===== src/design/i2cmts_pkg.sv =====
// Shared types and codes for the I2C master transaction sequencer.
// No dependencies; used by every module of the block and by the checker.
`timescale 1ns / 1ps

package i2cmts_pkg;

  // Event kinds on the input channel (in_tuser)
  localparam logic [2:0] REQ_START = 3'd0;
  localparam logic [2:0] REQ_BYTE_DONE = 3'd1;
  localparam logic [2:0] REQ_BYTE_RECV = 3'd2;
  localparam logic [2:0] REQ_BUS_ERROR = 3'd3;
  localparam logic [2:0] REQ_TIMEOUT = 3'd4;

  // Bus commands (out_tuser)
  localparam logic [2:0] CMD_NONE = 3'd0;
  localparam logic [2:0] CMD_SEND_ADDR = 3'd1;
  localparam logic [2:0] CMD_SEND_DATA = 3'd2;
  localparam logic [2:0] CMD_ACK_NEXT = 3'd3;
  localparam logic [2:0] CMD_NACK_STOP = 3'd4;
  localparam logic [2:0] CMD_STOP = 3'd5;
  localparam logic [2:0] CMD_STOP_ADDR = 3'd6;

  // Timer actions
  localparam logic [1:0] TMR_KEEP = 2'd0;
  localparam logic [1:0] TMR_ARM = 2'd1;
  localparam logic [1:0] TMR_CANCEL = 2'd2;

  // Status codes
  localparam logic [2:0] ST_IDLE = 3'd0;
  localparam logic [2:0] ST_BUSY = 3'd1;
  localparam logic [2:0] ST_OK = 3'd2;
  localparam logic [2:0] ST_ERR = 3'd3;
  localparam logic [2:0] ST_TMO = 3'd4;

  // Transaction phases
  localparam logic [1:0] PH_IDLE = 2'd0;
  localparam logic [1:0] PH_WRITE = 2'd1;
  localparam logic [1:0] PH_READ = 2'd2;

  // Configuration register indexes
  localparam logic CFG_TIMEOUT_MS = 1'b0;
  localparam logic CFG_TIMEOUT_LIMIT = 1'b1;

  localparam logic [3:0] TIMEOUT_LIMIT_RST = 4'd5;
  localparam logic [3:0] TIMEOUT_CNT_MAX = 4'd15;

  // Longest write or read run; longer requests are clipped on start
  localparam logic [7:0] MAX_LENGTH = 8'd255;

  typedef struct packed {
    logic [2:0] req_type;
    logic [6:0] target_address;
    logic [7:0] write_length;
    logic [7:0] read_length;
    logic       stop_before_read;
    logic       nack_seen;
    logic [7:0] next_write_byte;
    logic [7:0] received_byte;
  } item_t;

  typedef struct packed {
    logic [2:0] bus_command;
    logic [7:0] address_byte;
    logic [7:0] data_byte;
    logic [7:0] byte_index;
    logic       store_read_byte;
    logic [1:0] timer_action;
    logic [2:0] status_code;
    logic       done_flag;
    logic       bus_reset_request;
    logic       start_accepted;
  } res_t;

  function automatic logic [7:0] clamp_len(input logic [7:0] v);
    return (v > MAX_LENGTH) ? MAX_LENGTH : v;
  endfunction

endpackage


===== src/design/i2c_master_transaction_sequencer_top.sv =====
// Top level of the I2C master transaction sequencer: stream ports, field packing.
// Depends on i2cmts_pkg, i2cmts_core and i2cmts_skid.
`timescale 1ns / 1ps
//
//  channel  | dir | handshake             | payload
//  ---------+-----+-----------------------+------------------------------------
//  in_      | in  | in_tvalid/in_tready   | tuser: event kind; tdata: request
//  out_     | out | out_tvalid/out_tready | tuser: bus command; tdata: result
//  cfg_     | in  | cfg_we                | cfg_addr selects, cfg_wdata value
//
//  Each event yields exactly one result, registered on its transfer. One event
//  per cycle is sustained unless the output stalls; the next-state logic of the
//  core is the only path, a single pass from the sequencer registers to the
//  result register. A stalled output holds one result in the result register
//  and one in a skid entry; in_tready drops only while the skid entry is full.
//  Reset (rst_n low, synchronous) returns to idle with timeout limit 5.
//  Register 0 (timeout in ms) is taken but has no effect here: the duration
//  belongs to the external timer, which only sees arm and cancel.

module i2c_master_transaction_sequencer_top (
  input  logic        clk,
  input  logic        rst_n,
  input  logic        cfg_we,
  input  logic        cfg_addr,
  input  logic [7:0]  cfg_wdata,
  input  logic        in_tvalid,
  output logic        in_tready,
  // req_type[2:0]
  input  logic [2:0]  in_tuser,
  // target_address[6:0], write_length[14:7], read_length[22:15],
  // stop_before_read[23], nack_seen[24], next_write_byte[32:25],
  // received_byte[40:33], zero pad[47:41]
  input  logic [47:0] in_tdata,
  output logic        out_tvalid,
  input  logic        out_tready,
  // bus_command[2:0]
  output logic [2:0]  out_tuser,
  // address_byte[7:0], data_byte[15:8], byte_index[23:16],
  // store_read_byte[24], timer_action[26:25], status_code[29:27],
  // done_flag[30], bus_reset_request[31], start_accepted[32], zero pad[39:33]
  output logic [39:0] out_tdata
);

  i2cmts_pkg::item_t item;
  i2cmts_pkg::res_t  core_res;
  i2cmts_pkg::res_t  out_res;
  logic              item_acc;

  assign item_acc = in_tvalid && in_tready;

  assign item.req_type         = in_tuser;
  assign item.target_address   = in_tdata[6:0];
  assign item.write_length     = in_tdata[14:7];
  assign item.read_length      = in_tdata[22:15];
  assign item.stop_before_read = in_tdata[23];
  assign item.nack_seen        = in_tdata[24];
  assign item.next_write_byte  = in_tdata[32:25];
  assign item.received_byte    = in_tdata[40:33];

  i2cmts_core u_core (
    .clk       (clk),
    .rst_n     (rst_n),
    .cfg_we    (cfg_we),
    .cfg_addr  (cfg_addr),
    .cfg_wdata (cfg_wdata),
    .item_acc  (item_acc),
    .item      (item),
    .res       (core_res)
  );

  i2cmts_skid u_skid (
    .clk       (clk),
    .rst_n     (rst_n),
    .push      (item_acc),
    .push_data (core_res),
    .ready     (in_tready),
    .out_valid (out_tvalid),
    .out_ready (out_tready),
    .out_data  (out_res)
  );

  assign out_tuser = out_res.bus_command;
  assign out_tdata = {7'd0,
                      out_res.start_accepted,
                      out_res.bus_reset_request,
                      out_res.done_flag,
                      out_res.status_code,
                      out_res.timer_action,
                      out_res.store_read_byte,
                      out_res.byte_index,
                      out_res.data_byte,
                      out_res.address_byte};

endmodule


===== src/design/i2cmts_core.sv =====
// Transaction state and next-result logic: one event in, one result out.
// Depends on i2cmts_pkg.
`timescale 1ns / 1ps

module i2cmts_core (
  input  logic                clk,
  input  logic                rst_n,
  input  logic                cfg_we,
  input  logic                cfg_addr,
  input  logic [7:0]          cfg_wdata,
  input  logic                item_acc,
  input  i2cmts_pkg::item_t   item,
  output i2cmts_pkg::res_t    res
);

  logic [1:0] phase_r, phase_nxt;
  logic [7:0] byte_cnt_r, byte_cnt_nxt;
  logic [3:0] tmo_cnt_r, tmo_cnt_nxt;
  logic [2:0] last_status_r, last_status_nxt;
  logic [6:0] saddr_r, saddr_nxt;
  logic [7:0] swlen_r, swlen_nxt;
  logic [7:0] srlen_r, srlen_nxt;
  logic       sstop_r, sstop_nxt;
  logic [3:0] tmo_limit_r;

  logic [7:0] wlen_c, rlen_c, cnt_inc;
  logic [3:0] tmo_inc;

  // Only the limit is kept here; the timer itself holds its own duration.
  always_ff @(posedge clk) begin
    if (!rst_n) begin
      tmo_limit_r <= i2cmts_pkg::TIMEOUT_LIMIT_RST;
    end else if (cfg_we && cfg_addr == i2cmts_pkg::CFG_TIMEOUT_LIMIT) begin
      tmo_limit_r <= cfg_wdata[3:0];
    end
  end

  always_comb begin
    wlen_c  = i2cmts_pkg::clamp_len(item.write_length);
    rlen_c  = i2cmts_pkg::clamp_len(item.read_length);
    cnt_inc = byte_cnt_r + 8'd1;
    tmo_inc = (tmo_cnt_r != i2cmts_pkg::TIMEOUT_CNT_MAX) ? tmo_cnt_r + 4'd1 : tmo_cnt_r;

    phase_nxt       = phase_r;
    byte_cnt_nxt    = byte_cnt_r;
    tmo_cnt_nxt     = tmo_cnt_r;
    last_status_nxt = last_status_r;
    saddr_nxt       = saddr_r;
    swlen_nxt       = swlen_r;
    srlen_nxt       = srlen_r;
    sstop_nxt       = sstop_r;
    res             = '0;

    if (item.req_type == i2cmts_pkg::REQ_START) begin
      if (phase_r == i2cmts_pkg::PH_IDLE) begin
        res.start_accepted = 1'b1;
        if (last_status_r != i2cmts_pkg::ST_TMO) begin
          tmo_cnt_nxt = '0;
        end
        saddr_nxt       = item.target_address;
        swlen_nxt       = wlen_c;
        srlen_nxt       = rlen_c;
        sstop_nxt       = item.stop_before_read;
        last_status_nxt = i2cmts_pkg::ST_BUSY;
        byte_cnt_nxt    = '0;
        if (wlen_c != 8'd0) begin
          phase_nxt          = i2cmts_pkg::PH_WRITE;
          res.bus_command    = i2cmts_pkg::CMD_SEND_ADDR;
          res.address_byte   = {item.target_address, 1'b0};
          res.timer_action   = i2cmts_pkg::TMR_ARM;
        end else if (rlen_c != 8'd0) begin
          phase_nxt          = i2cmts_pkg::PH_READ;
          res.bus_command    = i2cmts_pkg::CMD_SEND_ADDR;
          res.address_byte   = {item.target_address, 1'b1};
          res.timer_action   = i2cmts_pkg::TMR_ARM;
        end else begin
          // nothing to move: done at once
          phase_nxt          = i2cmts_pkg::PH_IDLE;
          last_status_nxt    = i2cmts_pkg::ST_OK;
          res.done_flag      = 1'b1;
        end
      end
    end else if (phase_r != i2cmts_pkg::PH_IDLE) begin
      case (item.req_type)
        i2cmts_pkg::REQ_BYTE_DONE: begin
          if (item.nack_seen) begin
            res.bus_command  = i2cmts_pkg::CMD_STOP;
            res.timer_action = i2cmts_pkg::TMR_CANCEL;
            res.done_flag    = 1'b1;
            phase_nxt        = i2cmts_pkg::PH_IDLE;
            last_status_nxt  = i2cmts_pkg::ST_ERR;
          end else if (phase_r == i2cmts_pkg::PH_WRITE) begin
            if (byte_cnt_r < swlen_r) begin
              res.bus_command  = i2cmts_pkg::CMD_SEND_DATA;
              res.data_byte    = item.next_write_byte;
              res.byte_index   = byte_cnt_r;
              res.timer_action = i2cmts_pkg::TMR_ARM;
              byte_cnt_nxt     = cnt_inc;
            end else if (srlen_r != 8'd0) begin
              res.bus_command  = sstop_r ? i2cmts_pkg::CMD_STOP_ADDR
                                         : i2cmts_pkg::CMD_SEND_ADDR;
              res.address_byte = {saddr_r, 1'b1};
              res.timer_action = i2cmts_pkg::TMR_ARM;
              byte_cnt_nxt     = '0;
              phase_nxt        = i2cmts_pkg::PH_READ;
            end else begin
              res.bus_command  = i2cmts_pkg::CMD_STOP;
              res.timer_action = i2cmts_pkg::TMR_CANCEL;
              res.done_flag    = 1'b1;
              phase_nxt        = i2cmts_pkg::PH_IDLE;
              last_status_nxt  = i2cmts_pkg::ST_OK;
            end
          end
        end
        i2cmts_pkg::REQ_BYTE_RECV: begin
          if (phase_r == i2cmts_pkg::PH_READ) begin
            res.data_byte       = item.received_byte;
            res.byte_index      = byte_cnt_r;
            res.store_read_byte = 1'b1;
            byte_cnt_nxt        = cnt_inc;
            if (cnt_inc < srlen_r) begin
              res.bus_command  = i2cmts_pkg::CMD_ACK_NEXT;
              res.timer_action = i2cmts_pkg::TMR_ARM;
            end else begin
              res.bus_command  = i2cmts_pkg::CMD_NACK_STOP;
              res.timer_action = i2cmts_pkg::TMR_CANCEL;
              res.done_flag    = 1'b1;
              phase_nxt        = i2cmts_pkg::PH_IDLE;
              last_status_nxt  = i2cmts_pkg::ST_OK;
            end
          end
        end
        i2cmts_pkg::REQ_BUS_ERROR: begin
          res.bus_command  = i2cmts_pkg::CMD_STOP;
          res.timer_action = i2cmts_pkg::TMR_CANCEL;
          res.done_flag    = 1'b1;
          phase_nxt        = i2cmts_pkg::PH_IDLE;
          last_status_nxt  = i2cmts_pkg::ST_ERR;
        end
        i2cmts_pkg::REQ_TIMEOUT: begin
          // timer already fired: leave it alone
          if (tmo_inc >= tmo_limit_r) begin
            res.bus_reset_request = 1'b1;
            tmo_cnt_nxt           = '0;
          end else begin
            tmo_cnt_nxt = tmo_inc;
          end
          res.done_flag   = 1'b1;
          phase_nxt       = i2cmts_pkg::PH_IDLE;
          last_status_nxt = i2cmts_pkg::ST_TMO;
        end
        default: begin
          // unknown event kind: no effect
        end
      endcase
    end

    res.status_code = last_status_nxt;
  end

  always_ff @(posedge clk) begin
    if (!rst_n) begin
      phase_r       <= i2cmts_pkg::PH_IDLE;
      byte_cnt_r    <= '0;
      tmo_cnt_r     <= '0;
      last_status_r <= i2cmts_pkg::ST_IDLE;
      saddr_r       <= '0;
      swlen_r       <= '0;
      srlen_r       <= '0;
      sstop_r       <= 1'b0;
    end else if (item_acc) begin
      phase_r       <= phase_nxt;
      byte_cnt_r    <= byte_cnt_nxt;
      tmo_cnt_r     <= tmo_cnt_nxt;
      last_status_r <= last_status_nxt;
      saddr_r       <= saddr_nxt;
      swlen_r       <= swlen_nxt;
      srlen_r       <= srlen_nxt;
      sstop_r       <= sstop_nxt;
    end
  end

endmodule


===== src/design/i2cmts_skid.sv =====
// Result register with a skid entry; registers ready toward the core side.
// Depends on i2cmts_pkg.
`timescale 1ns / 1ps

module i2cmts_skid (
  input  logic              clk,
  input  logic              rst_n,
  input  logic              push,
  input  i2cmts_pkg::res_t  push_data,
  output logic              ready,
  output logic              out_valid,
  input  logic              out_ready,
  output i2cmts_pkg::res_t  out_data
);

  logic             main_vld_r, main_vld_nxt;
  logic             skid_vld_r, skid_vld_nxt;
  i2cmts_pkg::res_t main_r, main_nxt;
  i2cmts_pkg::res_t skid_r, skid_nxt;
  logic             pop;

  assign pop       = main_vld_r && out_ready;
  assign ready     = !skid_vld_r;
  assign out_valid = main_vld_r;
  assign out_data  = main_r;

  always_comb begin
    main_vld_nxt = main_vld_r;
    skid_vld_nxt = skid_vld_r;
    main_nxt     = main_r;
    skid_nxt     = skid_r;
    if (skid_vld_r) begin
      if (pop) begin
        main_nxt     = skid_r;
        skid_vld_nxt = 1'b0;
      end
    end else if (push) begin
      if (!main_vld_r || pop) begin
        main_nxt     = push_data;
        main_vld_nxt = 1'b1;
      end else begin
        skid_nxt     = push_data;
        skid_vld_nxt = 1'b1;
      end
    end else if (pop) begin
      main_vld_nxt = 1'b0;
    end
  end

  always_ff @(posedge clk) begin
    if (!rst_n) begin
      main_vld_r <= 1'b0;
      skid_vld_r <= 1'b0;
    end else begin
      main_vld_r <= main_vld_nxt;
      skid_vld_r <= skid_vld_nxt;
    end
  end

  always_ff @(posedge clk) begin
    main_r <= main_nxt;
    skid_r <= skid_nxt;
  end

endmodule


===== config.mk =====
export PLATFORM = sky130hd
export DESIGN_NAME = i2c_master_transaction_sequencer_top
export DESIGN_NICKNAME = d
export VERILOG_FILES = /design/src/design/i2cmts_pkg.sv /design/src/design/i2c_master_transaction_sequencer_top.sv /design/src/design/i2cmts_core.sv /design/src/design/i2cmts_skid.sv
export SDC_FILE = /design/constraint.sdc
export NUM_CORES = 1
export LEC_CHECK = 0
export ABC_AREA = 1
export ABC_CLOCK_PERIOD_IN_PS = 3800
export BUFFER_PORTS_ARGS = -buffer_cell sky130_fd_sc_hd__buf_2
export CORE_ASPECT_RATIO = 1.75
export CORE_MARGIN = 3
export CORE_UTILIZATION = 40
export CTS_CLUSTER_SIZE = 14
export DETAILED_ROUTE_END_ITERATION = 10
export SYNTH_ARGS = -nofsm -noshare
export SYNTH_HDL_FRONTEND = slang
export SYNTH_SLANG_ARGS = --single-unit
export TNS_END_PERCENT = 1

===== constraint.sdc =====
create_clock -name clk -period 3.8 [get_ports clk]
set_input_delay 0.76 -clock clk [delete_from_list [all_inputs] [get_ports clk]]
set_output_delay 0.76 -clock clk [all_outputs]
set_load 0.05 [all_outputs]

==> flow_summary.ini, run 1 <==
[status]
status = completed

[final_layout]
final_cells = 941
area_growth_pct = 20.4
layout-drive-gt1-share = 0.219
finalNetCount = 836
n_antenna_cell = 0
post-route-util = 0.500
final_area_um2 = 7020

[route]
vias = 4642
routedWlPerCell_um = 13.7
wl_um = 12900
final_antenna_net_count = 0
viasPerCell = 4.93
drc = 0
first_iter_violations = 262
drt_first_pass_iters = 5

[worst_setup_path]
path_cells = inv_1 -> nor3_1 -> nand3_1 -> nor3_1 -> xor2_1 -> ha_1 -> a21oi_1 -> o21a_1 -> nand2_1 -> nor2_1 -> inv_1 -> nand3_1 -> nand2_1 -> nand2_1 -> nand2_1 -> nand2_1 -> nand2_1 -> nand2_1
crit_fanout = 5
start_kind = flop
crit_required_ns = 4.08
crit_buf_inv = 2
cp_top_family = simple AND/OR/NAND/NOR gates
cpMostUsedCell = nand2_1
max_stage_delay_ns = 0.46
cp_slowest_cell = dfxtp_1
critical_path_class = flop to flop
endpoint_kind = flop
critPathArrivalTime_ns = 3.37

[cts]
ctsRootBufferMaster = clkbuf_16
cts_tree = done
cts_setup_buffers = 0
cts_max_level = 4
worstSkewPairLatency_ns = 0.41
hold_buffers = 0
cts.path.max_buffers = 2
cts_buffers = 17
path_clk_slew_ns = 0.06
ctsResizeCount = 0
cts_sinks = 119

[yosys]
synth_compound_area_frac = 0.135
ys_seq_area_frac = 0.532
synthArstFlopShare = 0
synth_area_um2 = 5830
syn_avg_cell_area_um2 = 8.89
synth_cells = 656
synth-seq-cells = 119
synthAdderAreaFrac = 0.0429
yosysWarnings = 0
synth_area_leader_cell = edfxtp_1
synth_xor_area_frac = 0.0120
synth_common_cells = 170 x nand2_1, 73 x inv_1, 72 x edfxtp_1, 51 x a21oi_1, 48 x o21ai_0
synth_edf_count = 72
synth.most_common_cell = nand2_1
muxShareOfSynthArea = 0
synth_top_family_by_area = simple AND/OR/NAND/NOR gates
ys_types = 42
synth_top_cell_area_share = 0.371
ys_top_cells_by_area = edfxtp_1 37%, dfxtp_1 16%, nand2_1 11%
synth-main-ff-cell = edfxtp_1
synthSimpleGateAreaFrac = 0.199

[placed_design]
dp.cells = 909
place_hpwl_um = 9520
placed_cell_area_um2 = 6430
finalWeightedCongestion = 0.898
io_buffers = 91

[timing]
post-route-period-util = 0.813
setup_viol_count_final = 0
timing.setup.tns_ns = 0
fmax_ghz = 0.324
fin_crit_ns = 3.09
worstMarginPinSlew_ns = 0.976
slew_viol_final = 0
hold_viol = 0
grt_setup_unrepaired = false
skew_ns = 0.00780
relSlewSlack = 0.348

[global_route]
grt_usage = 0.166
antenna_found_initial = 0
overflow = 0
grt_pass1_vias = 4533
grt_max_degree = 46
grt_pass1_wl_um = 21500

[floorplanning]
start_util = 0.415
io_pins = 110
die_h_um = 166
core_area_um2 = 14000
rows = 57
dieArea_um2 = 16100
dieWidth_um = 97.3

[pwr]
power_w = 0.00347
p_leak_nw = 3.13
ir_drop_v = 0.000283
p_per_area_nw_per_um2 = 494

[job]
cap_viol_max_count = 0

[min_path]
min_path_type = flop to flop
[placed cells by master, fill, tap and decap left out, types with 5 or more instances in the layout]
cell,count
dfxtp_1,47
edfxtp_1,72
a21oi_1,51
nor3_1,5
clkinv_2,5
nor2_1,44
o21ai_2,10
a32o_1,8
ha_1,20
nand2_1,170
xor2_1,8
inv_2,8
nand3_1,18
clkbuf_16,17
o21ai_0,48
nor2_4,8
nor2_2,5
buf_2,91
inv_1,73
conb_1,7
[layer usage]
layer	up-vias	wire length [um]	global-route usage
li1	2375	-	-
met1	2112	5150	0.181
met2	145	6810	0.299
met3	10	802	0.0542
met4	0	148	0.0579
met5	-	0	0
[cell type report]
type                    count  area, um2
fillers                  1317       7030
flip-flops and latches    119       3100
multi-input cells         433       2300
repair buffers             94        478
clock buffers              19        433
inverters                  86        329
well taps                 177        221
clock inverters            13        155
[final timing paths]
check        depth (start not counted)                             end                         startpoint  slack, ns
min                                  2  u_core.swlen_r[1]$_SDFFE_PN0P_     u_core.swlen_r[1]$_SDFFE_PN0P_       0.47
min reg2reg                          2  u_core.swlen_r[1]$_SDFFE_PN0P_     u_core.swlen_r[1]$_SDFFE_PN0P_       0.47
max                                 18    u_skid.out_data[5]$_DFFE_PP_  u_core.byte_cnt_r[2]$_SDFFE_PN0P_       0.71
max reg2reg                         18    u_skid.out_data[5]$_DFFE_PP_  u_core.byte_cnt_r[2]$_SDFFE_PN0P_       0.71
[worst register-to-register path, delay by kind of cell (launching register included)]
family / cells / cell delay, ns
AOI/OAI and AO/OA: 2 / 0.28
xor gates and xnor gates: 1 / 0.26
adders and majority gates: 1 / 0.29
buffers and inverters: 2 / 0.17
DFF: 1 / 0.46
and+or+nand+nor: 12 / 1.49
[power by group]
part,switching (W),internal [W]
logic,0.000324,0.000105
registers,0.0000202,0.00143
clock network,0.000566,0.00103
total,0.000910,0.00256
[metrics by stage]
stage                     hold WS [ns]  setup WS [ns]
after floorplan                  0.435          0.711
after global placement           0.459          0.874
after detailed placement         0.464          0.807
after CTS                        0.471          0.766
after global routing             0.488          0.391
final                            0.469          0.710
[state kept, by name (all words and copies together) (netlist names)]
name / count
u_skid.skid_r: 36
u_core.tmo_limit_r: 4
u_core.phase_r: 2
u_core.last_status_r: 3
u_core.swlen_r: 8
u_core.sstop_r: 1
u_skid.out_data: 36
u_core.byte_cnt_r: 8
u_core.srlen_r: 8
u_core.saddr_r: 7
u_core.tmo_cnt_r: 4
u_skid.skid_vld_r: 1
u_skid.out_valid: 1
[logic make-up (layout without fill, tap and decap cells)]
group / Yosys count / after routing
compound gates: 134 / 134
buf+inv: 110 / 212
other cells: 1 / 7
flops: 119 / 119
xor+xnor: 8 / 8
simple gates: 264 / 264
fa+ha+maj: 20 / 20
Note: power is estimated with default switching activity, not from simulation.
==> run 2: changes to the inputs <==
--- a/config.mk
+++ b/config.mk
@@ -5,8 +5,8 @@
 export SDC_FILE = /design/constraint.sdc
 export NUM_CORES = 1
 export LEC_CHECK = 0
-export ABC_AREA = 1
-export ABC_CLOCK_PERIOD_IN_PS = 3800
+export ABC_AREA = 0
+export ABC_CLOCK_PERIOD_IN_PS = 3200
 export BUFFER_PORTS_ARGS = -buffer_cell sky130_fd_sc_hd__buf_2
 export CORE_ASPECT_RATIO = 1.75
 export CORE_MARGIN = 3
==> constraint.sdc (replaced) <==
create_clock -name clk -period 3.2 [get_ports clk]
set_input_delay 0.64 -clock clk [delete_from_list [all_inputs] [get_ports clk]]
set_output_delay 0.64 -clock clk [all_outputs]
set_load 0.05 [all_outputs]
==> flow_summary.ini, run 2 <==
[worst_setup_path]
crit_required_ns = 3.35
max_stage_delay_ns = 0.53
critPathArrivalTime_ns = 3.19
cpMostUsedCell = ha_1
critical_path_class = flop to flop
path_depth = 10
crit_start = u_core.byte_cnt_r[0]$_SDFFE_PN0P_
cp_slowest_cell = or4_4
crit_fanout = 4
reg2regPathDepth = 10
start_kind = flop
endpoint_kind = flop
r2r_start = u_core.byte_cnt_r[0]$_SDFFE_PN0P_
cp_top_family = simple AND/OR/NAND/NOR gates
crit_buf_inv = 0
path_cells = ha_1 -> nand3_1 -> or3_1 -> xnor2_1 -> ha_1 -> nand4_1 -> a221oi_2 -> nor3_1 -> or4_4 -> mux2_4

[final_layout]
post-route-util = 0.503
final_cell_mix = 91 x buf_2, 90 x nand2_1, 72 x edfxtp_1, 46 x dfxtp_1, 44 x inv_1
nFillCells = 1392
seq_area_um2 = 3100
final_cells = 917
layout-drive-gt1-share = 0.264
n_antenna_cell = 0
finalNetCount = 806
layout_commonest_cell = buf_2
area_growth_pct = 22.4
multi_input_area_um2 = 2740

[route]
routedWlPerCell_um = 16.8
viasPerCell = 5.43
wl_um = 15400
vias = 4982
drt_first_pass_iters = 5
final_antenna_net_count = 0
first_iter_violations = 315
drc = 0

[timing]
fmax_ghz = 0.329
setup_viol_count_final = 0
relSlewSlack = 0.610
post-route-period-util = 0.950
skew_ns = 0.0101
fin_ws_ns = 0.160
hold_viol = 0
fin_crit_ns = 3.04
slew_viol_final = 0
hold-worst-slack_ns = 0.432
worstMarginPinSlew_ns = 0.579

[global_route]
grt_max_degree = 33
antenna_found_initial = 0
grt_usage = 0.185
overflow = 0
grt_pass1_wl_um = 24900
grt.busiest_layer = met2
use_met2 = 0.333
grt_pass1_vias = 4929
use_met1 = 0.206
use_met3 = 0.0381

[cts]
cts_buffers = 17
cts_setup_buffers = 0
cts_max_level = 4
cts.path.max_buffers = 2
cts_tree = done
path_clk_slew_ns = 0.06
ctsResizeCount = 0
ctsRootBufferMaster = clkbuf_16
worstSkewPairLatency_ns = 0.41
hold_buffers = 0
cts_sinks = 119

[pwr]
p_leak_nw = 2.93
ir_drop_v = 0.000350
power_w = 0.00412
p_per_area_nw_per_um2 = 547

[job]
cap_viol_max_count = 0

[floorplanning]
io_pins = 110
die_h_um = 170
start_util = 0.411
core_area_um2 = 15000
rows = 59
dieWidth_um = 99.8
dieArea_um2 = 17000

[yosys]
synth_area_um2 = 6160
synth_area_leader_cell = edfxtp_1
yosysWarnings = 0
synth_edf_count = 72
syn_avg_cell_area_um2 = 10.0
ys_types = 71
synth-main-ff-cell = edfxtp_1
synthArstFlopShare = 0
ys_seq_area_frac = 0.504
synth-seq-cells = 119
synth.most_common_cell = nand2_1
ys_top_cells_by_area = edfxtp_1 35%, dfxtp_1 15%, nand2_1 5.5%
synth_common_cells = 90 x nand2_1, 72 x edfxtp_1, 47 x dfxtp_1, 44 x inv_1, 42 x a21oi_1
synth_top_cell_area_share = 0.351
synth_cells = 614

[status]
status = completed

[placed_design]
io_buffers = 91
finalWeightedCongestion = 0.891
place_hpwl_um = 11400
dp.cells = 885
pre_cts_slack_ns = 0.169

[min_path]
min_path_type = primary input to flop
min_from = out_tready
min_path_cells = 2
==> run 2: worst register-to-register path, stage by stage (launching register included) <==
cell and delay [ns]:
dfxtp_1 0.36, ha_1 0.19, nand3_1 0.10, or3_1 0.34, xnor2_1 0.18, ha_1 0.32
nand4_1 0.12, a221oi_2 0.28, nor3_1 0.11, or4_4 0.53, mux2_4 0.26
==> run 2: worst paths after layout <==
kind                                    end  slack (ns)
max            u_skid.out_data[6]$_DFFE_PP_        0.16
min            u_skid.skid_vld_r$_SDFF_PN0_        0.43
max reg2reg    u_skid.out_data[6]$_DFFE_PP_        0.16
min reg2reg  u_core.swlen_r[3]$_SDFFE_PN0P_        0.46
==> run 2: through the flow <==
step / setup TNS, ns / instance area (um2)
finish: 0 / 7540
global route: -0.00507 / 7540
CTS: 0 / 7530
detailed placement: 0 / 6930
global placement: 0 / 6930
floorplan: 0 / 6180
==> run 2: cell families after synthesis <==
kind of cell / Yosys count / synth area share
AOI/OAI and AO/OA: 153 / 0.177
buffers and inverters: 83 / 0.0573
DFF: 119 / 0.504
xor gates and xnor gates: 6 / 0.00853
other: 1 / 0.000609
and+or+nand+nor: 210 / 0.172
adders and majority gates: 20 / 0.0406
muxes: 22 / 0.0400
==> run 2: layout make-up <==
class	instances	area share
clock inverters	15	0.0231
inverters	46	0.0229
well taps	183	0.0304
multi-input cells	418	0.364
clock buffers	17	0.0565
flip-flops and latches	119	0.412
repair buffers	119	0.0916
==> run 2: per-layer routing <==
layer  routed length [um]  vias to the layer above
li1                     -                     2466
met1                 6070                     2295
met2                 7960                      185
met3                  823                       36
met4                  524                        0
met5                    0                        -
==> run 2: report_power, final <==
group | internal, W | switching [W] | total (W)
Sequential | 0.00169 | 0.0000223 | 0.00171
Clock | 0.00123 | 0.000699 | 0.00192
Combinational | 0.000140 | 0.000343 | 0.000483
Total | 0.00306 | 0.00106 | 0.00412
